$ cat src/sv/tcf_pkg.sv
// Touch coordinate filter: shared types and constants.
// Payload structs, configuration indexes, divider and history control groups.
// No dependencies.
package tcf_pkg;

	localparam int AXIS_W    = 12;
	localparam int RAW_W     = 15;
	localparam int RAW_SHIFT = 3;
	localparam int CFG_W     = 12;
	localparam int MODE_W    = 4;
	localparam int IDX_W     = 3;

	// shared divider: 24-bit dividend, 12-bit divisor, two quotient bits a cycle
	localparam int DIV_W     = 2 * AXIS_W;
	localparam int DIV_STEPS = DIV_W / 2;
	localparam int DIV_CNT_W = $clog2(DIV_STEPS);

	// configuration register indexes
	localparam logic [IDX_W-1:0] CFG_X_MIN  = 3'd0;
	localparam logic [IDX_W-1:0] CFG_X_MAX  = 3'd1;
	localparam logic [IDX_W-1:0] CFG_Y_MIN  = 3'd2;
	localparam logic [IDX_W-1:0] CFG_Y_MAX  = 3'd3;
	localparam logic [IDX_W-1:0] CFG_X_RES  = 3'd4;
	localparam logic [IDX_W-1:0] CFG_Y_RES  = 3'd5;
	localparam logic [IDX_W-1:0] CFG_MODE   = 3'd6;

	// mode flag bit positions
	localparam int MODE_SWAP  = 0;
	localparam int MODE_INV_X = 1;
	localparam int MODE_INV_Y = 2;
	localparam int MODE_NORM  = 3;

	typedef struct packed {
		logic             pen_down;
		logic [RAW_W-1:0] raw_x_word;
		logic [RAW_W-1:0] raw_y_word;
	} in_t;

	typedef struct packed {
		logic [AXIS_W-1:0] pos_x;
		logic [AXIS_W-1:0] pos_y;
		logic              touch_valid;
	} out_t;

	typedef struct packed {
		logic              start;
		logic [DIV_W-1:0]  dividend;
		logic [AXIS_W-1:0] divisor;
	} div_req_t;

	typedef struct packed {
		logic             done;
		logic [DIV_W-1:0] quotient;
	} div_rsp_t;

	typedef struct packed {
		logic push;
		logic clear;
	} hist_ctl_t;

endpackage

$ cat src/sv/tcf_divider.sv
// Touch coordinate filter: shared restoring divider, two quotient bits a cycle.
// Depends on tcf_pkg.
module tcf_divider (
	input  logic              clk,
	input  logic              arst_n,
	input  tcf_pkg::div_req_t req,
	output tcf_pkg::div_rsp_t rsp
);

	logic [tcf_pkg::DIV_W-1:0]     dd_q;
	logic [tcf_pkg::AXIS_W-1:0]    rem_q;
	logic [tcf_pkg::AXIS_W-1:0]    dsr_q;
	logic [tcf_pkg::DIV_CNT_W-1:0] cnt_q;
	logic                          busy_q;
	logic                          done_q;
	logic [tcf_pkg::DIV_W-1:0]     dd_nx;
	logic [tcf_pkg::AXIS_W-1:0]    rem_nx;

	// one restoring step: bring down the top dividend bit, subtract if it fits
	function automatic logic [tcf_pkg::DIV_W+tcf_pkg::AXIS_W-1:0] div_step(
		input logic [tcf_pkg::DIV_W-1:0]  dd,
		input logic [tcf_pkg::AXIS_W-1:0] rem,
		input logic [tcf_pkg::AXIS_W-1:0] dsr
	);
		logic [tcf_pkg::AXIS_W:0]   t;
		logic                       ge;
		logic [tcf_pkg::AXIS_W:0]   diff;
		logic [tcf_pkg::AXIS_W-1:0] r;
		t    = {rem, dd[tcf_pkg::DIV_W-1]};
		ge   = (t >= {1'b0, dsr});
		diff = t - {1'b0, dsr};
		r    = ge ? diff[tcf_pkg::AXIS_W-1:0] : t[tcf_pkg::AXIS_W-1:0];
		return {dd[tcf_pkg::DIV_W-2:0], ge, r};
	endfunction

	always_comb begin
		logic [tcf_pkg::DIV_W+tcf_pkg::AXIS_W-1:0] s1;
		logic [tcf_pkg::DIV_W+tcf_pkg::AXIS_W-1:0] s2;
		s1 = div_step(dd_q, rem_q, dsr_q);
		s2 = div_step(s1[tcf_pkg::DIV_W+tcf_pkg::AXIS_W-1:tcf_pkg::AXIS_W],
			s1[tcf_pkg::AXIS_W-1:0], dsr_q);
		dd_nx  = s2[tcf_pkg::DIV_W+tcf_pkg::AXIS_W-1:tcf_pkg::AXIS_W];
		rem_nx = s2[tcf_pkg::AXIS_W-1:0];
	end

	always_ff @(posedge clk or negedge arst_n) begin
		if (!arst_n) begin
			busy_q <= 1'b0;
			done_q <= 1'b0;
			cnt_q  <= '0;
		end else begin
			done_q <= 1'b0;
			if (req.start) begin
				busy_q <= 1'b1;
				cnt_q  <= '0;
			end else if (busy_q) begin
				cnt_q <= cnt_q + 1'b1;
				if (cnt_q == tcf_pkg::DIV_CNT_W'(tcf_pkg::DIV_STEPS - 1)) begin
					busy_q <= 1'b0;
					done_q <= 1'b1;
				end
			end
		end
	end

	always_ff @(posedge clk) begin
		if (req.start) begin
			dd_q  <= req.dividend;
			rem_q <= '0;
			dsr_q <= req.divisor;
		end else if (busy_q) begin
			dd_q  <= dd_nx;
			rem_q <= rem_nx;
		end
	end

	assign rsp.done     = done_q;
	assign rsp.quotient = dd_q;

endmodule

$ cat src/sv/tcf_history.sv
// Touch coordinate filter: averaging history with running sums and fill count.
// Depends on tcf_pkg.
module tcf_history #(
	parameter int AVG_DEPTH = 4
) (
	input  logic                                    clk,
	input  logic                                    arst_n,
	input  tcf_pkg::hist_ctl_t                      ctl,
	input  logic [tcf_pkg::AXIS_W-1:0]              new_x,
	input  logic [tcf_pkg::AXIS_W-1:0]              new_y,
	output logic [$clog2(AVG_DEPTH+1)-1:0]          fill,
	output logic [tcf_pkg::AXIS_W+$clog2(AVG_DEPTH+1)-1:0] sum_x,
	output logic [tcf_pkg::AXIS_W+$clog2(AVG_DEPTH+1)-1:0] sum_y
);

	localparam int FILL_W = $clog2(AVG_DEPTH + 1);
	localparam int SUM_W  = tcf_pkg::AXIS_W + FILL_W;

	logic [tcf_pkg::AXIS_W-1:0] hist_x_q [AVG_DEPTH];
	logic [tcf_pkg::AXIS_W-1:0] hist_y_q [AVG_DEPTH];
	logic [FILL_W-1:0]          fill_q;
	logic [SUM_W-1:0]           sum_x_q;
	logic [SUM_W-1:0]           sum_y_q;
	logic                       full;

	assign full = (fill_q == FILL_W'(AVG_DEPTH));

	always_ff @(posedge clk or negedge arst_n) begin
		if (!arst_n) begin
			fill_q  <= '0;
			sum_x_q <= '0;
			sum_y_q <= '0;
			for (int i = 0; i < AVG_DEPTH; i++) begin
				hist_x_q[i] <= '0;
				hist_y_q[i] <= '0;
			end
		end else if (ctl.clear) begin
			fill_q  <= '0;
			sum_x_q <= '0;
			sum_y_q <= '0;
		end else if (ctl.push) begin
			for (int i = AVG_DEPTH - 1; i > 0; i--) begin
				hist_x_q[i] <= hist_x_q[i-1];
				hist_y_q[i] <= hist_y_q[i-1];
			end
			hist_x_q[0] <= new_x;
			hist_y_q[0] <= new_y;
			// drop the oldest entry from the sum once the window is full
			if (full) begin
				sum_x_q <= sum_x_q + SUM_W'(new_x) - SUM_W'(hist_x_q[AVG_DEPTH-1]);
				sum_y_q <= sum_y_q + SUM_W'(new_y) - SUM_W'(hist_y_q[AVG_DEPTH-1]);
			end else begin
				sum_x_q <= sum_x_q + SUM_W'(new_x);
				sum_y_q <= sum_y_q + SUM_W'(new_y);
				fill_q  <= fill_q + 1'b1;
			end
		end
	end

	assign fill  = fill_q;
	assign sum_x = sum_x_q;
	assign sum_y = sum_y_q;

endmodule

$ cat src/sv/touch_coordinate_filter_top.sv
// Touch coordinate filter, top level: configuration registers, sequencer,
// output register. Depends on tcf_pkg, tcf_divider and tcf_history.
//
// Usage
//   Input channel (in_valid/in_ready/in_data) takes one panel sample a beat:
//   pen_down and two raw conversion words. Output channel
//   (out_valid/out_ready/out_data) gives exactly one result beat per sample.
//   Configuration is a plain write port (cfg_we, cfg_index, cfg_wdata);
//   write it only while the block is idle. Unknown indexes are ignored.
// Sequencing
//   Pen-up samples and touches with normalisation off: the result is registered
//   and appears in the cycle after the input beat. Normalised touches go through the
//   shared divider, which runs four divisions one after another (scale x,
//   scale y, average x, average y) at two quotient bits a cycle, plus a
//   multiply and the sequencing states. An axis whose maximum is not above
//   its minimum skips its scale division.
//   One sample is in flight at a time; in_ready is low while it is worked on.
// Reset
//   arst_n clears the registers to their defaults, empties the history and
//   zeroes the held coordinates.
// Stalls
//   A result waits in the output register; the next sample is taken while
//   it waits only if it can be delivered in that same edge, otherwise
//   in_ready holds low until out_ready takes the waiting beat.
module touch_coordinate_filter_top #(
	parameter int AVG_DEPTH = 4
) (
	input  logic                              clk,
	input  logic                              arst_n,
	input  logic                              in_valid,
	output logic                              in_ready,
	input  tcf_pkg::in_t                      in_data,
	output logic                              out_valid,
	input  logic                              out_ready,
	output tcf_pkg::out_t                     out_data,
	input  logic                              cfg_we,
	input  logic [tcf_pkg::IDX_W-1:0]         cfg_index,
	input  logic [tcf_pkg::CFG_W-1:0]         cfg_wdata
);

	localparam int AW     = tcf_pkg::AXIS_W;
	localparam int FILL_W = $clog2(AVG_DEPTH + 1);
	localparam int SUM_W  = AW + FILL_W;

	typedef enum logic [9:0] {
		S_IDLE   = 10'b00_0000_0001,
		S_OFF    = 10'b00_0000_0010,
		S_MUL    = 10'b00_0000_0100,
		S_DSTART = 10'b00_0000_1000,
		S_DWAIT  = 10'b00_0001_0000,
		S_FIN    = 10'b00_0010_0000,
		S_PUSH   = 10'b00_0100_0000,
		S_ASTART = 10'b00_1000_0000,
		S_AWAIT  = 10'b01_0000_0000,
		S_RES    = 10'b10_0000_0000
	} state_t;

	// configuration registers
	logic [AW-1:0]                  x_min_q, x_max_q, y_min_q, y_max_q;
	logic [AW-1:0]                  x_res_q, y_res_q;
	logic [tcf_pkg::MODE_W-1:0]     mode_q;

	// sequencer and datapath
	state_t                         state_q;
	logic                           ax_q;
	logic [AW-1:0]                  val_a_q, val_b_q;
	logic [AW-1:0]                  off_q, span_q;
	logic                           degen_q;
	logic [tcf_pkg::DIV_W-1:0]      prod_q;
	logic [AW-1:0]                  scaled_x_q, scaled_y_q;
	logic [AW-1:0]                  avg_x_q;
	logic [AW-1:0]                  held_x_q, held_y_q;
	logic                           out_valid_q;
	tcf_pkg::out_t                  out_q;

	tcf_pkg::div_req_t              div_req;
	tcf_pkg::div_rsp_t              div_rsp;
	tcf_pkg::hist_ctl_t             hist_ctl;
	logic [FILL_W-1:0]              hist_fill;
	logic [SUM_W-1:0]               hist_sum_x, hist_sum_y;

	logic                           in_fire;
	logic                           out_free;
	logic                           res_load;
	logic [AW-1:0]                  raw_a, raw_b, sw_a, sw_b;
	logic [AW-1:0]                  val_sel, lo_sel, hi_sel, res_sel;
	logic                           inv_sel;
	logic [AW-1:0]                  sat_val, fin_val;
	logic [SUM_W-1:0]               sum_sel;

	// configuration writes
	always_ff @(posedge clk or negedge arst_n) begin
		if (!arst_n) begin
			x_min_q <= AW'(0);
			x_max_q <= AW'(4095);
			y_min_q <= AW'(0);
			y_max_q <= AW'(4095);
			x_res_q <= AW'(320);
			y_res_q <= AW'(240);
			mode_q  <= tcf_pkg::MODE_W'(8);
		end else if (cfg_we) begin
			unique case (cfg_index)
				tcf_pkg::CFG_X_MIN: x_min_q <= cfg_wdata;
				tcf_pkg::CFG_X_MAX: x_max_q <= cfg_wdata;
				tcf_pkg::CFG_Y_MIN: y_min_q <= cfg_wdata;
				tcf_pkg::CFG_Y_MAX: y_max_q <= cfg_wdata;
				tcf_pkg::CFG_X_RES: x_res_q <= cfg_wdata;
				tcf_pkg::CFG_Y_RES: y_res_q <= cfg_wdata;
				tcf_pkg::CFG_MODE:  mode_q  <= cfg_wdata[tcf_pkg::MODE_W-1:0];
				default: ;
			endcase
		end
	end

	// handshakes: the output register must be free, or emptied this edge
	assign out_free = !out_valid_q || out_ready;
	assign in_ready = (state_q == S_IDLE) && out_free;
	assign in_fire  = in_valid && in_ready;

	// a result enters the output register: pen-up and pass-through samples at
	// once, normalised touches when the second average is ready
	assign res_load = (in_fire && !(in_data.pen_down && mode_q[tcf_pkg::MODE_NORM]))
		|| ((state_q == S_RES) && out_free);

	// extract the 12-bit readings and apply the optional swap
	assign raw_a = in_data.raw_x_word[tcf_pkg::RAW_W-1:tcf_pkg::RAW_SHIFT];
	assign raw_b = in_data.raw_y_word[tcf_pkg::RAW_W-1:tcf_pkg::RAW_SHIFT];
	assign sw_a  = mode_q[tcf_pkg::MODE_SWAP] ? raw_b : raw_a;
	assign sw_b  = mode_q[tcf_pkg::MODE_SWAP] ? raw_a : raw_b;

	// per-axis operand selection for the shared datapath
	assign val_sel = ax_q ? val_b_q : val_a_q;
	assign lo_sel  = ax_q ? y_min_q : x_min_q;
	assign hi_sel  = ax_q ? y_max_q : x_max_q;
	assign res_sel = ax_q ? y_res_q : x_res_q;
	assign inv_sel = ax_q ? mode_q[tcf_pkg::MODE_INV_Y] : mode_q[tcf_pkg::MODE_INV_X];
	assign sum_sel = ax_q ? hist_sum_y : hist_sum_x;

	// saturate the scaled value at the resolution, then invert if asked
	assign sat_val = (degen_q || (div_rsp.quotient > tcf_pkg::DIV_W'(res_sel)))
		? res_sel : div_rsp.quotient[AW-1:0];
	assign fin_val = inv_sel ? (res_sel - sat_val) : sat_val;

	// shared divider: scale steps divide the product by the span,
	// average steps divide the running sum by the fill count
	always_comb begin
		div_req.start    = 1'b0;
		div_req.dividend = prod_q;
		div_req.divisor  = span_q;
		if (state_q == S_DSTART) begin
			div_req.start = !degen_q;
		end else if (state_q == S_ASTART) begin
			div_req.start    = 1'b1;
			div_req.dividend = {{(tcf_pkg::DIV_W-SUM_W){1'b0}}, sum_sel};
			div_req.divisor  = {{(AW-FILL_W){1'b0}}, hist_fill};
		end
	end

	// history control: clear on pen-up, push once both axes are scaled
	always_comb begin
		hist_ctl.clear = in_fire && !in_data.pen_down;
		hist_ctl.push  = (state_q == S_PUSH);
	end

	tcf_divider u_div (
		.clk    (clk),
		.arst_n (arst_n),
		.req    (div_req),
		.rsp    (div_rsp)
	);

	tcf_history #(
		.AVG_DEPTH (AVG_DEPTH)
	) u_hist (
		.clk    (clk),
		.arst_n (arst_n),
		.ctl    (hist_ctl),
		.new_x  (scaled_x_q),
		.new_y  (scaled_y_q),
		.fill   (hist_fill),
		.sum_x  (hist_sum_x),
		.sum_y  (hist_sum_y)
	);

	// sequencer
	always_ff @(posedge clk or negedge arst_n) begin
		if (!arst_n) begin
			state_q     <= S_IDLE;
			ax_q        <= 1'b0;
			out_valid_q <= 1'b0;
			held_x_q    <= '0;
			held_y_q    <= '0;
		end else begin
			// load a new result beat, or drop the waiting one once taken
			if (res_load) begin
				out_valid_q <= 1'b1;
			end else if (out_ready) begin
				out_valid_q <= 1'b0;
			end
			unique case (state_q)
				S_IDLE: begin
					// pen-up samples repeat the held coordinates and stay here
					if (in_fire && in_data.pen_down) begin
						if (mode_q[tcf_pkg::MODE_NORM]) begin
							ax_q    <= 1'b0;
							state_q <= S_OFF;
						end else begin
							// raw readings pass straight through
							held_x_q <= sw_a;
							held_y_q <= sw_b;
						end
					end
				end
				S_OFF:    state_q <= S_MUL;
				S_MUL:    state_q <= S_DSTART;
				S_DSTART: state_q <= degen_q ? S_FIN : S_DWAIT;
				S_DWAIT: begin
					if (div_rsp.done) begin
						state_q <= S_FIN;
					end
				end
				S_FIN: begin
					if (!ax_q) begin
						ax_q    <= 1'b1;
						state_q <= S_OFF;
					end else begin
						ax_q    <= 1'b0;
						state_q <= S_PUSH;
					end
				end
				S_PUSH:   state_q <= S_ASTART;
				S_ASTART: state_q <= S_AWAIT;
				S_AWAIT: begin
					if (div_rsp.done) begin
						if (!ax_q) begin
							ax_q    <= 1'b1;
							state_q <= S_ASTART;
						end else begin
							ax_q    <= 1'b0;
							state_q <= S_RES;
						end
					end
				end
				S_RES: begin
					if (out_free) begin
						held_x_q <= avg_x_q;
						held_y_q <= div_rsp.quotient[AW-1:0];
						state_q  <= S_IDLE;
					end
				end
				default: state_q <= S_IDLE;
			endcase
		end
	end

	// datapath registers
	always_ff @(posedge clk) begin
		if (in_fire) begin
			val_a_q <= sw_a;
			val_b_q <= sw_b;
			if (in_data.pen_down) begin
				out_q <= '{pos_x: sw_a, pos_y: sw_b, touch_valid: 1'b1};
			end else begin
				out_q <= '{pos_x: held_x_q, pos_y: held_y_q, touch_valid: 1'b0};
			end
		end
		if (state_q == S_OFF) begin
			off_q   <= (val_sel > lo_sel) ? (val_sel - lo_sel) : '0;
			span_q  <= hi_sel - lo_sel;
			degen_q <= (hi_sel <= lo_sel);
		end
		if (state_q == S_MUL) begin
			prod_q <= {{AW{1'b0}}, off_q} * {{AW{1'b0}}, res_sel};
		end
		if (state_q == S_FIN) begin
			if (ax_q) begin
				scaled_y_q <= fin_val;
			end else begin
				scaled_x_q <= fin_val;
			end
		end
		if ((state_q == S_AWAIT) && div_rsp.done && !ax_q) begin
			avg_x_q <= div_rsp.quotient[AW-1:0];
		end
		if ((state_q == S_RES) && out_free) begin
			out_q <= '{pos_x: avg_x_q, pos_y: div_rsp.quotient[AW-1:0], touch_valid: 1'b1};
		end
	end

	assign out_valid = out_valid_q;
	assign out_data  = out_q;

	// fill count never runs past the averaging window
	a_fill_bound: assert property (@(posedge clk) disable iff (!arst_n)
		hist_fill <= FILL_W'(AVG_DEPTH))
		else $error("history fill beyond window");

	// a pen-up beat empties the averaging window
	a_penup_clear: assert property (@(posedge clk) disable iff (!arst_n)
		in_valid && in_ready && !in_data.pen_down |=> hist_fill == '0)
		else $error("fill not cleared after pen-up");

	// the divider is never started on a zero divisor
	a_div_nonzero: assert property (@(posedge clk) disable iff (!arst_n)
		div_req.start |-> div_req.divisor != '0)
		else $error("divider started with zero divisor");

	// an average is only taken over a non-empty window
	a_avg_fill: assert property (@(posedge clk) disable iff (!arst_n)
		state_q == S_ASTART |-> hist_fill != '0)
		else $error("average over empty history");

endmodule

$ cat config.mk
export PLATFORM = sky130hd
export DESIGN_NAME = touch_coordinate_filter_top
export DESIGN_NICKNAME = d
export VERILOG_FILES = /design/src/sv/tcf_pkg.sv /design/src/sv/tcf_divider.sv /design/src/sv/tcf_history.sv /design/src/sv/touch_coordinate_filter_top.sv
export SDC_FILE = /design/constraint.sdc
export NUM_CORES = 1
export LEC_CHECK = 0
export BUFFER_PORTS_ARGS = -buffer_cell sky130_fd_sc_hd__buf_2
export CAP_MARGIN = 20
export CORE_ASPECT_RATIO = 2
export CORE_MARGIN = 8
export CORE_UTILIZATION = 30
export CTS_CLUSTER_DIAMETER = 80
export CTS_CLUSTER_SIZE = 10
export DETAILED_ROUTE_END_ITERATION = 8
export PLACE_DENSITY_LB_ADDON = 0.25
export SYNTH_ARGS = -nofsm -noshare
export SYNTH_HDL_FRONTEND = slang
export SYNTH_SLANG_ARGS = --single-unit
$ cat constraint.sdc
create_clock -name clk -period 17.35 [get_ports clk]
set_clock_uncertainty 0.2 [all_clocks]
set_input_delay 0.8675 -clock clk [delete_from_list [all_inputs] [get_ports clk]]
set_output_delay 0.8675 -clock clk [all_outputs]
set_load 0.01 [all_outputs]
# Word-level counts from Yosys, hierarchy flattened
# Cells that the tools add are included.
# Widths: inputs -> output; s select.
[op_classes]
order_cmp = 5
reduce_logical = 38
eq_ne = 25
div_mod_pow = 0
add_sub_neg = 11
n_bitwise = 2
shift = 0
mux = 61
n_mul = 1
[ops]
columns = ["op", "count"]
rows = [
  ["$mux 12", 16],
  ["$mux 15", 7],
  ["$pmux 10 s10", 1],
  ["$mux 25", 3],
  ["$mux 10", 6],
  ["$sub 12x12->12", 5],
  ["$mux 24", 2],
  ["$pmux 12 s2", 2],
  ["$mux 37", 1],
  ["$mux 36", 1],
  ["$add 15x12->15", 2],
  ["$sub 15x12->15", 2],
  ["$ge 13x12->1", 2],
  ["$gt 24x12->1", 1],
  ["$mul 12x12->24", 1],
  ["$reduce_and 2->1", 11],
  ["$mux 1", 14],
  ["$eq 3x3->1 const B", 4],
  ["$gt 12x12->1", 1],
  ["$le 12x12->1", 1],
  ["$eq 10x1->1 const B", 1],
  ["$eq 10x10->1 const B", 1],
  ["$eq 10x2->1 const B", 1],
  ["$eq 10x3->1 const B", 1],
  ["27 further kinds", 56],
]
[word_totals]
inputBits = 51
memories = 0
register_bits = 429
mem_bits_rw = 0
latch_bits = 0
wordCells = 184
mem_bits_ro = 0
output_inout_bits = 27

# Logic depth before layout (Yosys ltp)
# Gate-level depths: netlist of the first run.
[depth]
ltp_word = 7
depth_mapped = 25
mapped_depth_nobuf = 22

# By module
# From an unflattened synthesis of the first run, not the netlist that was laid out.
[unflattened]
cells_unflattened = 2774
hier_area_um2 = 28606.2
[modules_own_cells]
columns = ["mod", "cells_each", "area_per_inst_um2", "n_inst", "seq_area_each_um2"]
rows = [
  ["touch_coordinate_filter_top", 1708, 17611.9, 1, 6856.6],
  ["tcf_history", 724, 7375.8, 1, 3228.1],
  ["tcf_divider", 342, 3618.5, 1, 1471.4],
]

# Worst setup path after synthesis of the first run
# No wires, ideal clock.
[synth_path]
path_type = "flip-flop to flip-flop"
start = "register ax_q"
end = "register prod_q[22] in the netlist's numbering, data pin"
required_time_ns = 16.892
stages_incl_launch_ff = 25
slack_ns = 11.009
n_path_buf = 3
t_arrival_ns = 5.883
setup_ns = 0.258
synth_period_minus_slack_ns = 6.341
path_cell_list = "dfrtp_1 -> clkbuf_1 -> clkbuf_1 -> mux2i_1 -> inv_1 -> clkbuf_1 -> and2_1 -> fa_1 -> inv_1 -> fa_1 -> inv_1 -> fa_1 -> fa_1 -> inv_1 -> fa_1 -> inv_1 -> ha_1 -> and3_1 -> nand2_1 -> a21oi_1 -> o41ai_2 -> o2111a_1 -> o21bai_1 -> a21oi_1 -> xnor2_1"
[synth_between]
elab_chain_len = 2
[synth_rtl]
columns = ["item", "line_no", "text"]
rows = [
  ["from (decl)", "touch_coordinate_filter_top.sv:65", "logic ax_q;"],
  ["from (signal assigned)", "touch_coordinate_filter_top.sv:189", "ax_q <= 1'b0;"],
  ["from (signal assigned)", "touch_coordinate_filter_top.sv:205", "ax_q <= 1'b0;"],
  ["from (signal assigned)", "touch_coordinate_filter_top.sv:224", "ax_q <= 1'b1;"],
  ["$mux 12", "touch_coordinate_filter_top.sv:135", "assign res_sel = ax_q ? y_res_q : x_res_q;"],
  ["$mul 12x12->24", "touch_coordinate_filter_top.sv:273", "prod_q <= {{AW{1'b0}}, off_q} * {{AW{1'b0}}, res_sel};"],
  ["to (signal assigned)", "touch_coordinate_filter_top.sv:273", ""],
  ["to (decl)", "touch_coordinate_filter_top.sv:69", "logic [tcf_pkg::DIV_W-1:0] prod_q;"],
]
# No other way between the ends.
# A chain may end at the register's enable or synchronous reset.

# Worst setup path after layout of the first run
[layout_path]
start = "register ax_q"
end = "register prod_q[23] in the netlist's numbering, data pin"
# Same word-level chain as after synthesis.

==> results.md, run 1 <==
| Parameter | Reported |
|:---|:---|
| Run status | complete, no violations |
| Count of cells along the worst register-to-register path | 21 |
| Detailed-route vias per instance | 4.846 |
| Worst path required time | 17.51 ns |
| Total global routing track utilization | 0.1355 |
| Vias in the first global route | 19873 |
| Sequential Power Share | 0.269 |
| Proportion of power drawn by the clock network | 0.176 |
| Critical register-to-register path endpoint | prod_q[23] |
| Worst r2r src | ax_q |
| Combinational group share of total power | 0.555 |
| # Post-CTS Setup Buffers | 0 |
| Top_reg_cell synth | dfrtp_1 |
| Share of layout cells above drive strength 1 | 0.1171 |
| Fin crit period | 7.277 ns |
| Buffers added on ports | 71 |
| Area growth from synthesis to final layout | 11.41% |
| Power density over the cells | 178.3 mW/mm^2 |
| Number of nets in the layout | 3215 |
| Final hold viol count | 0 |
| Detail Placement HPWL | 52.60 mm |
| Worst slew pin tran | 1.097 ns |
| Post-synthesis area per instance | 9.799 um^2 |
| Die area | 0.1033 mm^2 |
| Post-synth EDFFs | 169 |
| Switching Fraction | 0.4118 |
| Site Rows | 158 |
| Proportion of register bits with asynchronous set or reset after synthesis | 0.5758 |
| Final setup violation count | 0 |
| DR WL/cell | 17.14 um |
| Post-Place Setup Slack | 10.02 ns |
| Total inserted antenna cells | 0 |
| Placeable core region | 0.09232 mm^2 |
| Number of max-cap violations | 0 |
| Flip-flop and latch count after synthesis | 429 |
| Cell count after synthesis | 2837 |
| Worst-case register-to-register setup slack | 10.07 ns |
| Top fanout value on the critical path | 45 |
| Worst min path class | primary input to asynchronous set/reset pin |
| Max-Slew Margin vs Limit | 0.2644 |
| Period utilisation layout | 0.4194 |
| Synth warnings | 0 |
| Clock sinks | 429 |
| Clock Latency Late Sink | 0.61 ns |
| IO Count | 78 |
| Cell-internal power | 3.247 mW |
| Maximum number of pins on one net before global-route repair | 109 |
| Final total negative setup slack | 0 ns |
| Synth unique cells | 86 |
| Total detailed-routing wirelength | 70.50 mm |
| Clock-pin slew on the worst setup and hold paths | 0.06 ns |
| Final Core Density | 0.3355 |
| First-pass DRT Iterations | 5 |
| Leakage Power | 13.82 nW |
| Weighted congestion reported at the end of routability-driven placement | 0.8508 |
| Iteration-0 DRC Markers | 1200 |
| Setup repair after global routing missed its margin | false |
| Worst-case hold slack | 0.1126 ns |
| Post-CTS Hold Buffers | 0 |
| Max H-tree Level | 2 |
| Classification of the worst setup path | flip-flop to flip-flop |
| Residual overflow from global routing | 0 |
| Crit start category | flip-flop |
| DRC | 0 |
| Die width | 231.3 um |
| Starting utilization of the core area | 0.3011 |
| Die Span Y | 446.5 um |
| Portion of the post-synthesis area used by sequential elements | 0.4157 |
| Residual antenna-violating net count after detailed routing | 0 |
| Global-route wire length before repair | 112.0 mm |
| Worst supply voltage drop on vdd | 0.0001326 V |
| Maximum clock path buffer count | 3 |
| Net count after synthesis | 3181 |
| Max Slew Vio Count | 0 |
| Least setup slack across all paths after layout | 10.07 ns |
| Post-synthesis instance area | 0.02780 mm^2 |
| Fillers | 9421 |
| Setup crit end kind | flip-flop |
| Maximum clock rate | 0.1374 GHz |
| Total clock buffers created by CTS | 49 |
| Initial antenna violation count | 0 |
| Clock tree root buffer cell | clkbuf_16 |
| CTS tree | done |
| Net switching power of the design | 2.274 mW |
| Vias after detailed routing | 19925 |
| CP arrival | 7.43 ns |
| Post-cts gate resize count | 0 |
## power groups by stage
stage | sequential [mW] | clock, mW | combinational (mW)
2_1_floorplan | 1.47 | 0 | 2.41
3_3_place_gp | 1.50 | 0 | 3.03
3_5_place_dp | 1.51 | 0 | 3.06
4_1_cts | 1.49 | 1.01 | 3.09
5_1_grt | 1.51 | 1.04 | 3.51
6_report | 1.49 | 0.969 | 3.06
## worst max path at each step
stage	from	to	slack, ns	cells after the start
after detailed placement	ax_q	prod_q[23]	10.02	21
final	ax_q	prod_q[23]	10.07	21
after floorplan	ax_q	prod_q[22]	11.01	24
after CTS	ax_q	prod_q[23]	10.03	21
after global routing	ax_q	prod_q[23]	9.73	21
after global placement	ax_q	prod_q[23]	10.04	21
## layout by cell type, fill, tap and decap left out, types with 36 or more instances in the layout
cell	count
o21ai_0	175
edfxtp_1	169
fa_1	109
inv_1	243
nand2_1	480
nor2_1	141
nand3_1	45
buf_2	70
nor3_1	36
xnor2_1	63
mux2_2	105
clkbuf_16	50
dfrtp_1	214
a21oi_1	155
clkbuf_1	37
and2_1	83
mux2i_1	68
nor2b_1	40
ha_1	184
## Yosys cell counts (8+ instances only)
master	number	area, um^2
and3_1	8	50.05
dfrtp_1	215	5380
a211oi_1	30	225.2
or3_1	9	56.30
nor3_1	38	190.2
nor2b_1	40	250.2
dfstp_2	32	840.8
dfxtp_1	13	260.3
fa_1	109	2182
o21ai_0	176	880.8
o31ai_1	9	67.56
a31oi_1	12	75.07
nand3_1	46	230.2
nand4_1	16	100.1
buf_2	10	50.05
nand2b_1	17	106.4
and2_1	83	519.3
ha_1	184	2302
buf_1	8	30.03
edfxtp_1	169	5075
xor2_1	27	236.5
o21a_1	29	217.7
inv_1	243	912.1
o211ai_1	11	82.58
mux2_2	105	1182
mux2i_1	69	690.7
clkbuf_1	96	360.4
nor2_1	141	529.3
o21ai_1	33	165.2
o21bai_1	11	82.58
xnor2_1	63	551.8
nand2_1	481	1805
a22o_1	10	87.58
a21oi_1	155	775.7
a21o_1	26	195.2
## sequential cells by signal, indices dropped and copies added (netlist names), 15 cells and up
| name | count |
|---|---|
| u_hist.hist_x_q | 48 |
| out_data | 25 |
| prod_q | 24 |
| u_div.dd_q | 24 |
| u_hist.sum_y | 15 |
| u_hist.hist_y_q | 48 |
| u_hist.sum_x | 15 |
## layout make-up
| type | count | area (um^2) | area share |
|---|---|---|---|
| clock buffers | 88 | 1404 | 0.04533 |
| clock inverters | 4 | 47.55 | 0.001535 |
| inverters | 243 | 912.1 | 0.02945 |
| well taps | 1200 | 1501 | 0.04848 |
| multi-input cells | 2046 | 14900 | 0.4810 |
| repair buffers | 102 | 649.4 | 0.02097 |
| flip-flops and latches | 429 | 11560 | 0.3732 |
## stage by stage
| step | std cells | power [mW] | instance area, um^2 |
|---|---|---|---|
| 2_1_floorplan | 2837 | 3.874 | 27800 |
| 3_3_place_gp | 4016 | 4.536 | 29440 |
| 3_5_place_dp | 4017 | 4.571 | 29450 |
| 4_1_cts | 4109 | 5.582 | 30900 |
| 5_1_grt | 4112 | 6.057 | 30970 |
| 6_report | 4112 | 5.521 | 30970 |
## worst max-delay path, cell delays in order, from the launching register on
cell and delay (ns):
dfrtp_4 0.78, buf_4 0.63, mux2_2 0.53, nand2_1 0.15, fa_1 0.57, inv_1 0.05, fa_1 0.49, inv_1 0.05
fa_1 0.57, fa_1 0.44, fa_1 0.49, inv_1 0.04, ha_1 0.37, nor2_1 0.07, a21oi_1 0.23, o211ai_1 0.20
a311oi_1 0.39, a41oi_1 0.20, a21oi_1 0.24, a21o_1 0.15, a21oi_1 0.07, xnor2_1 0.12
## metal layers
metal  global-route usage  wire length [um]
met1               0.1828             33070
met2               0.2221             32660
met3              0.01849              2601
met4              0.04406              2163
met5                    0                 0
## kinds of logic (layout without fill, tap and decap cells)
kind of cell	after synthesis	in the layout	share of synthesized area
AND/OR/NAND/NOR	929	929	0.1537
XOR/XNOR	90	90	0.02836
adder cells (fa/ha/maj)	293	293	0.1613
AO/OA/AOI/OAI	559	559	0.1226
buffers and inverters	362	437	0.05041
multiplexers	175	175	0.06792
flip-flops	429	429	0.4157
Note: power is estimated with default switching activity, not from simulation.
==> run 2: changes to the inputs <==
==> constraint.sdc (replaced) <==
create_clock -name clk -period 7.1 [get_ports clk]
set_clock_uncertainty 0.2 [all_clocks]
set_input_delay 0.355 -clock clk [delete_from_list [all_inputs] [get_ports clk]]
set_output_delay 0.355 -clock clk [all_outputs]
set_load 0.01 [all_outputs]
==> run 2 against run 1 <==
Power grew 140%. Hold slack got worse by 0.081 ns. Global-route usage rose by 0.25 points. Routed wire length increased by 0.97%. Die area did not move. Setup slack worse by 9.3 ns. Non-clock buffer count grew 61. Sequential share of layout area down 0.65 points. Final area is 1.8% higher. Critical endpoint unchanged. Largest cell class unchanged. Highest routed layer unchanged.
==> results.md, run 2 (synthesis results as in run 1) <==
| Parameter | Reported | Delta |
|:---|:---|:---|
| Run status | complete, no violations |  |
| Residual overflow from global routing | 0 | unchanged |
| Weighted congestion reported at the end of routability-driven placement | 0.8256 | -3.0% |
| Starting utilization of the core area | 0.3011 | unchanged |
| Max-Slew Margin vs Limit | 0.2724 | +0.008002 |
| Final hold viol count | 0 | unchanged |
| Cell Area, Placed | 0.02953 mm^2 | +0.27% |
| Leading cell types in the layout, fill and taps excluded | nand2_1 (480), inv_1 (243), dfrtp_1 (214) |  |
| Delay-heaviest family, CP | adder cells |  |
| Maximum clock rate | 0.1573 GHz | +15% |
| Post-cts gate resize count | 0 | unchanged |
| Placed instance count | 4026 | +0.22% |
| Setup repair after global routing missed its margin | false |  |
| Slowest cell on crit path | dfrtp_4 |  |
| CP arrival | 6.50 ns | -0.93 ns |
| CP dominant cell by count | fa_1 |  |
| Fraction of met1 tracks used by global routing | 0.1826 | -0.0002214 |
| Grt peak-use layer | met2 |  |
| CTS tree | done |  |
| Placeable core region | 0.09232 mm^2 | unchanged |
| Total clock buffers created by CTS | 49 | unchanged |
| Post-CTS Hold Buffers | 53 | +53 |
| Clock sinks | 429 | unchanged |
| # Post-CTS Setup Buffers | 0 | unchanged |
| Number of max-cap violations | 0 | unchanged |
| Top fanout value on the critical path | 15 | -67% |
| Site Rows | 158 | unchanged |
| Least setup slack across all paths after layout | 0.7447 ns | -9.328 ns |
| Met3 GRT Util | 0.02085 | +0.002352 |
| Total detailed-routing wirelength | 71.18 mm | +0.97% |
| Classification of the worst setup path | flip-flop to flip-flop |  |
| First-pass DRT Iterations | 4 | -1 |
| Vias in the first global route | 20413 | +2.7% |
| Final total negative setup slack | 0 ns | unchanged |
| Vias after detailed routing | 20063 | +0.69% |
| Worst min path class | primary input to flip-flop |  |
| Period utilisation layout | 0.8951 | +0.4757 |
| Area growth from synthesis to final layout | 13.40% |  |
| Leakage Power | 14.07 nW | +1.8% |
| Post-layout power | 13.50 mW | +140% |
| Die area | 0.1033 mm^2 | unchanged |
| Iteration-0 DRC Markers | 1206 | +0.50% |
| Die Span Y | 446.5 um | unchanged |
| Chain of cells forming the critical path | mux2_2, nand2_1, fa_1, inv_1, fa_1, inv_1, fa_1, fa_1, fa_1, inv_1, ha_1, a211o_1, o211ai_1, a311oi_1, a41oi_1, a21oi_1, a21o_1, a21oi_1, xnor2_1 |  |
| Crit start category | flip-flop |  |
| Residual antenna-violating net count after detailed routing | 0 | unchanged |
| DR WL/cell | 17.08 um | -0.39% |
| Final instance area | 0.03152 mm^2 | +1.8% |
| IO Count | 78 | unchanged |
| Final setup violation count | 0 | unchanged |
| DRC | 0 | unchanged |
| Worst slew pin tran | 1.091 ns | -0.006023 ns |
| Worst supply voltage drop on vdd | 0.0004283 V | +220% |
| Setup crit end kind | flip-flop |  |
| Most common cell after layout, fill and taps aside | nand2_1 |  |
| Number of nets in the layout | 3276 | +1.9% |
| WHS Path Cells | 3 |  |
| Met2 global-route usage | 0.2274 | +0.005291 |
| Post-layout instance count excluding filler cells | 4168 | +1.4% |
| Detail Placement HPWL | 53.13 mm | +1.0% |
| Count of cells along the worst register-to-register path | 19 | -9.5% |
| Detailed-route vias per instance | 4.814 | -0.66% |
| Clock tree root buffer cell | clkbuf_16 |  |
| Power density over the cells | 428.4 mW/mm^2 | +140% |
| Initial antenna violation count | 0 | unchanged |
| Share of layout cells above drive strength 1 | 0.1173 | +0.0001490 |
| Final Core Density | 0.3415 | +0.005990 |
| Buffering stage count on the worst path with inverters included | 3 | -1 |
| Die width | 231.3 um | unchanged |
| Slowest Stage Delay on Critical Path | 0.61 ns | -0.17 ns |
| Clock-pin slew on the worst setup and hold paths | 0.06 ns | about the same |
| Worst path required time | 7.24 ns | -10.27 ns |
| Maximum clock path buffer count | 3 | unchanged |
| Fin crit period | 6.355 ns | -0.9219 ns |
| Worst-case hold slack | 0.03175 ns | -0.08085 ns |
| Max H-tree Level | 2 | unchanged |
| Post-Place Setup Slack | 0.7428 ns | -9.273 ns |
| Critical Path Stages | 19 | -9.5% |
| Max Slew Vio Count | 0 | unchanged |
| Maximum number of pins on one net before global-route repair | 147 | +35% |
| Total global routing track utilization | 0.1380 | +0.002507 |
| Buffers added on ports | 71 | unchanged |
| Total inserted antenna cells | 0 | unchanged |
| Fillers | 9350 | -0.75% |
| Global-route wire length before repair | 114.2 mm | +1.9% |
| Clock Latency Late Sink | 0.60 ns | about the same |
-- run 2: changes by cell type in the layout (fill, tap and decap cells not counted) --
cell           previous run  this run
dlygate4sd3_1             0        53
buf_4                    27        35
clkbuf_1                 37        33
buf_12                    0         1
buf_16                    2         1
buf_6                     1         0
clkbuf_8                  1         2
clkinv_2                  0         1
clkinv_4                  0         1
clkinv_8                  2         1
inv_4                     1         0
inv_6                     1         0
-- run 2: where the power goes --
group          switching (mW)  internal (mW)  total [mW]
registers               0.258           3.38        3.63
clock network            1.01           1.32        2.33
logic                    4.27           3.27        7.54
total                    5.54           7.96        13.5
-- run 2: layer usage --
layer	vias to the layer above	share of wire	routed length, um
met2	341	0.46	33040
met1	9724	0.46	32840
met5	-	0	0
li1	9884	-	-
met4	0	0.034	2430
met3	114	0.040	2872
-- run 2: final timing paths --
| check | from | endpoint | slack [ns] |
|---|---|---|---|
| setup / recovery | ax_q | prod_q[23] | 0.74 |
| hold / removal | in_data[8] | val_b_q[5] | 0.03 |
| setup reg to reg | ax_q | prod_q[23] | 0.74 |
| hold reg to reg | u_hist.hist_y_q[25] | u_hist.hist_y_q[13] | 0.26 |
| max in group asynchronous | arst_n | ax_q | 5.14 |
| min in group asynchronous | arst_n | u_hist.hist_x_q[7] | 0.19 |
-- run 2: tightest hold or removal path: cells and delay by family --
| kind | cells | cell delay, ns |
|---|---|---|
| buf+inv | 2 | 0.19 |
| mux | 1 | 0.16 |
-- run 2: cell type report --
type	count	area [um^2]	share of cell area
multi-input cells	2046	14900	0.4726
flip-flops and latches	429	11560	0.3667
well taps	1200	1501	0.04763
clock buffers	84	1389	0.04406
repair buffers	163	1235	0.03917
inverters	243	912.1	0.02893
clock inverters	3	30.03	0.0009526
==> run 3: changes to the inputs <==
--- a/config.mk
+++ b/config.mk
@@ -5,7 +5,7 @@
 export SDC_FILE = /design/constraint.sdc
 export NUM_CORES = 1
 export LEC_CHECK = 0
-export BUFFER_PORTS_ARGS = -buffer_cell sky130_fd_sc_hd__buf_2
+export BUFFER_PORTS_ARGS = -buffer_cell sky130_fd_sc_hd__buf_4
 export CAP_MARGIN = 20
 export CORE_ASPECT_RATIO = 2
 export CORE_MARGIN = 8
==> run 3 against run 2 <==
Clock power about the same. Sequential power about the same. Die area unchanged. First-iteration DRC count down 15%. Global-route usage about the same. Sequential cell count unchanged. Hold slack better by 0.088 ns. Combinational power up 0.5%. Non-clock buffer count down 1. Critical path type unchanged. Critical path depth up 2. Clock-buffer cell count up 1.
==> results.md, run 3 (synthesis results as in run 1) <==
| Parameter | Reported | Delta |
|:---|:---|:---|
| Run status | complete, no violations |  |
| Detailed-route vias per instance | 4.807 | -0.14% |
| Most common cell after layout, fill and taps aside | nand2_1 |  |
| Buffers added on ports | 71 | unchanged |
| Final instance area | 0.03168 mm^2 | +0.51% |
| Die width | 231.3 um | unchanged |
| Residual antenna-violating net count after detailed routing | 0 | unchanged |
| Area taken by flip-flops and latches | 0.01156 mm^2 | unchanged |
| Worst slew pin tran | 1.063 ns | -0.02880 ns |
| Crit start category | flip-flop |  |
| Final hold viol count | 0 | unchanged |
| Clock tree root buffer cell | clkbuf_16 |  |
| Chain of cells forming the critical path | mux2i_1, inv_1, and2_1, fa_1, inv_1, fa_1, inv_1, fa_1, fa_1, inv_1, fa_1, inv_1, ha_1, and3_1, o211ai_1, a311oi_1, a41oi_1, a21oi_1, a21o_1, a21oi_1, xnor2_1 |  |
| Leading cell types in the layout, fill and taps excluded | nand2_1 (480), inv_1 (243), dfrtp_1 (214) |  |
| Slowest Stage Delay on Critical Path | 0.65 ns | +0.04 ns |
| Area growth from synthesis to final layout | 13.98% |  |
| Initial antenna violation count | 0 | unchanged |
| Final setup violation count | 0 | unchanged |
| Placeable core region | 0.09232 mm^2 | unchanged |
| Origin of the worst setup path | ax_q |  |
| # Post-CTS Setup Buffers | 0 | unchanged |
| Final total negative setup slack | 0 ns | unchanged |
| Total inserted antenna cells | 0 | unchanged |
| IO Count | 78 | unchanged |
| Maximum number of pins on one net before global-route repair | 138 | -6.1% |
| Worst supply voltage drop on vdd | 0.0004524 V | +5.6% |
| Maximum clock rate | 0.1541 GHz | -2.1% |
| Max Slew Vio Count | 0 | unchanged |
| Power density over the cells | 428.0 mW/mm^2 | about the same |
| Clock sinks | 429 | unchanged |
| Die Span Y | 446.5 um | unchanged |
| Setup repair after global routing missed its margin | false |  |
| First-pass DRT Iterations | 5 | +1 |
| Fillers | 9327 | -0.25% |
| Worst path required time | 7.23 ns | about the same |
| Detail Placement HPWL | 53.10 mm | about the same |
| Clock Latency Late Sink | 0.60 ns | about the same |
| Total clock buffers created by CTS | 49 | unchanged |
| Fin crit period | 6.490 ns | +0.1348 ns |
| Die area | 0.1033 mm^2 | unchanged |
| Clock-pin slew on the worst setup and hold paths | 0.06 ns | about the same |
| Global-route wire length before repair | 113.7 mm | -0.44% |
| Post-CTS Hold Buffers | 54 | +1.9% |
| Worst-case register-to-register setup slack | 0.61 ns | -0.13 ns |
| Starting utilization of the core area | 0.3011 | unchanged |
| CTS tree | done |  |
| CP arrival | 6.62 ns | +0.12 ns |
| Max-Slew Margin vs Limit | 0.2885 | +0.01609 |
| Total detailed-routing wirelength | 71.00 mm | -0.26% |
| Vias after detailed routing | 20030 | -0.16% |
| Number of max-cap violations | 0 | unchanged |
| Worst r2r src | ax_q |  |
| Residual overflow from global routing | 0 | unchanged |
| Total global routing track utilization | 0.1376 | -0.0004213 |
| Max H-tree Level | 2 | unchanged |
| Placed instance count | 4025 | -0.025% |
| Classification of the worst setup path | flip-flop to flip-flop |  |
| Top fanout value on the critical path | 19 | +4 |
| Share of layout cells above drive strength 1 | 0.1166 | -0.0006346 |
| Number of nets in the layout | 3275 | -0.031% |
| Slowest cell on crit path | dfrtp_4 |  |
| Weighted congestion reported at the end of routability-driven placement | 0.8284 | +0.34% |
| Cell Area, Placed | 0.02970 mm^2 | +0.57% |
| Worst min path class | primary input to flip-flop |  |
| DRC | 0 | unchanged |
| DR WL/cell | 17.04 um | -0.23% |
| Period utilisation layout | 0.9141 | +0.01899 |
| Site Rows | 158 | unchanged |
| Maximum clock path buffer count | 3 | unchanged |
| Hold Startpoint | cfg_index[0] |  |
| Post-cts gate resize count | 0 | unchanged |
| Setup crit end kind | flip-flop |  |
| Vias in the first global route | 20277 | -0.67% |
| Leakage Power | 14.11 nW | +0.35% |
| Post-layout instance count excluding filler cells | 4167 | -0.024% |
| Iteration-0 DRC Markers | 1023 | -15% |
| Area of combinational cells with multiple inputs | 0.01490 mm^2 | unchanged |
run 3: changes by cell type in the layout (fill, tap and decap cells not counted):
cell,change
dlygate4sd3_1,+1
buf_16,-1
inv_6,+1
buf_2,-70
buf_4,+69
clkinv_4,-1
buf_8,+1
clkinv_2,-1
run 3: path summary, 6_finish.rpt:
path	endpoint	cells after the start
setup / recovery	prod_q[23]	21
hold / removal	x_min_q[1]	3
setup reg to reg	prod_q[23]	21
hold reg to reg	u_hist.hist_x_q[22]	2
max in group asynchronous	y_res_q[8]	3
min in group asynchronous	u_hist.hist_x_q[5]	2
run 3: routing by layer:
layer  wire length, um  up-vias  global-route usage
met5                 0        -                   0
met4              2551        0             0.05001
met3              2684      105             0.02218
met2             33070      337              0.2262
met1             32690     9687              0.1807
li1                  -     9901                   -
run 3: stage by stage:
| stage | utilization | setup slack, ns | power, mW | hold slack [ns] |
|---|---|---|---|---|
| 6_report | 0.3432 | 0.6098 | 13.56 | 0.1193 |
| 5_1_grt | 0.3432 | 0.2541 | 14.84 | 0.1201 |
| 4_1_cts | 0.3430 | 0.5813 | 13.71 | 0.08868 |
| 3_5_place_dp | 0.3217 | 0.6008 | 11.22 | 0.2483 |
| 3_3_place_gp | 0.3216 | 0.6394 | 11.10 | 0.2437 |
| 2_1_floorplan | - | 0.7592 | 9.468 | -0.1406 |
run 3: cell type report:
| type | instances | share of cell area |
|---|---|---|
| Tap cell | 1200 | 0.04739 |
| Clock buffer | 85 | 0.04427 |
| Timing Repair Buffer | 162 | 0.04375 |
| Sequential cell | 429 | 0.3648 |
| Clock inverter | 2 | 0.0007898 |
| Inverter | 243 | 0.02879 |
| Multi-Input combinational cell | 2046 | 0.4702 |
run 3: critical path: cells and delay by family, from the launching register on:
family / cells / cell delay (ns)
adder cells (fa/ha/maj): 6 / 2.82
AO/OA/AOI/OAI: 6 / 1.18
multiplexers: 1 / 0.30
flip-flops: 1 / 0.65
buffers and inverters: 5 / 0.46
AND/OR/NAND/NOR: 2 / 0.47
XOR/XNOR: 1 / 0.12
run 3: power by group:
group | leakage (nW) | switching [mW] | internal [mW]
Combinational | 8.57 | 4.29 | 3.28
Sequential | 4.86 | 0.264 | 3.38
Clock | 0.681 | 1.02 | 1.33
Total | 14.1 | 5.57 | 7.99
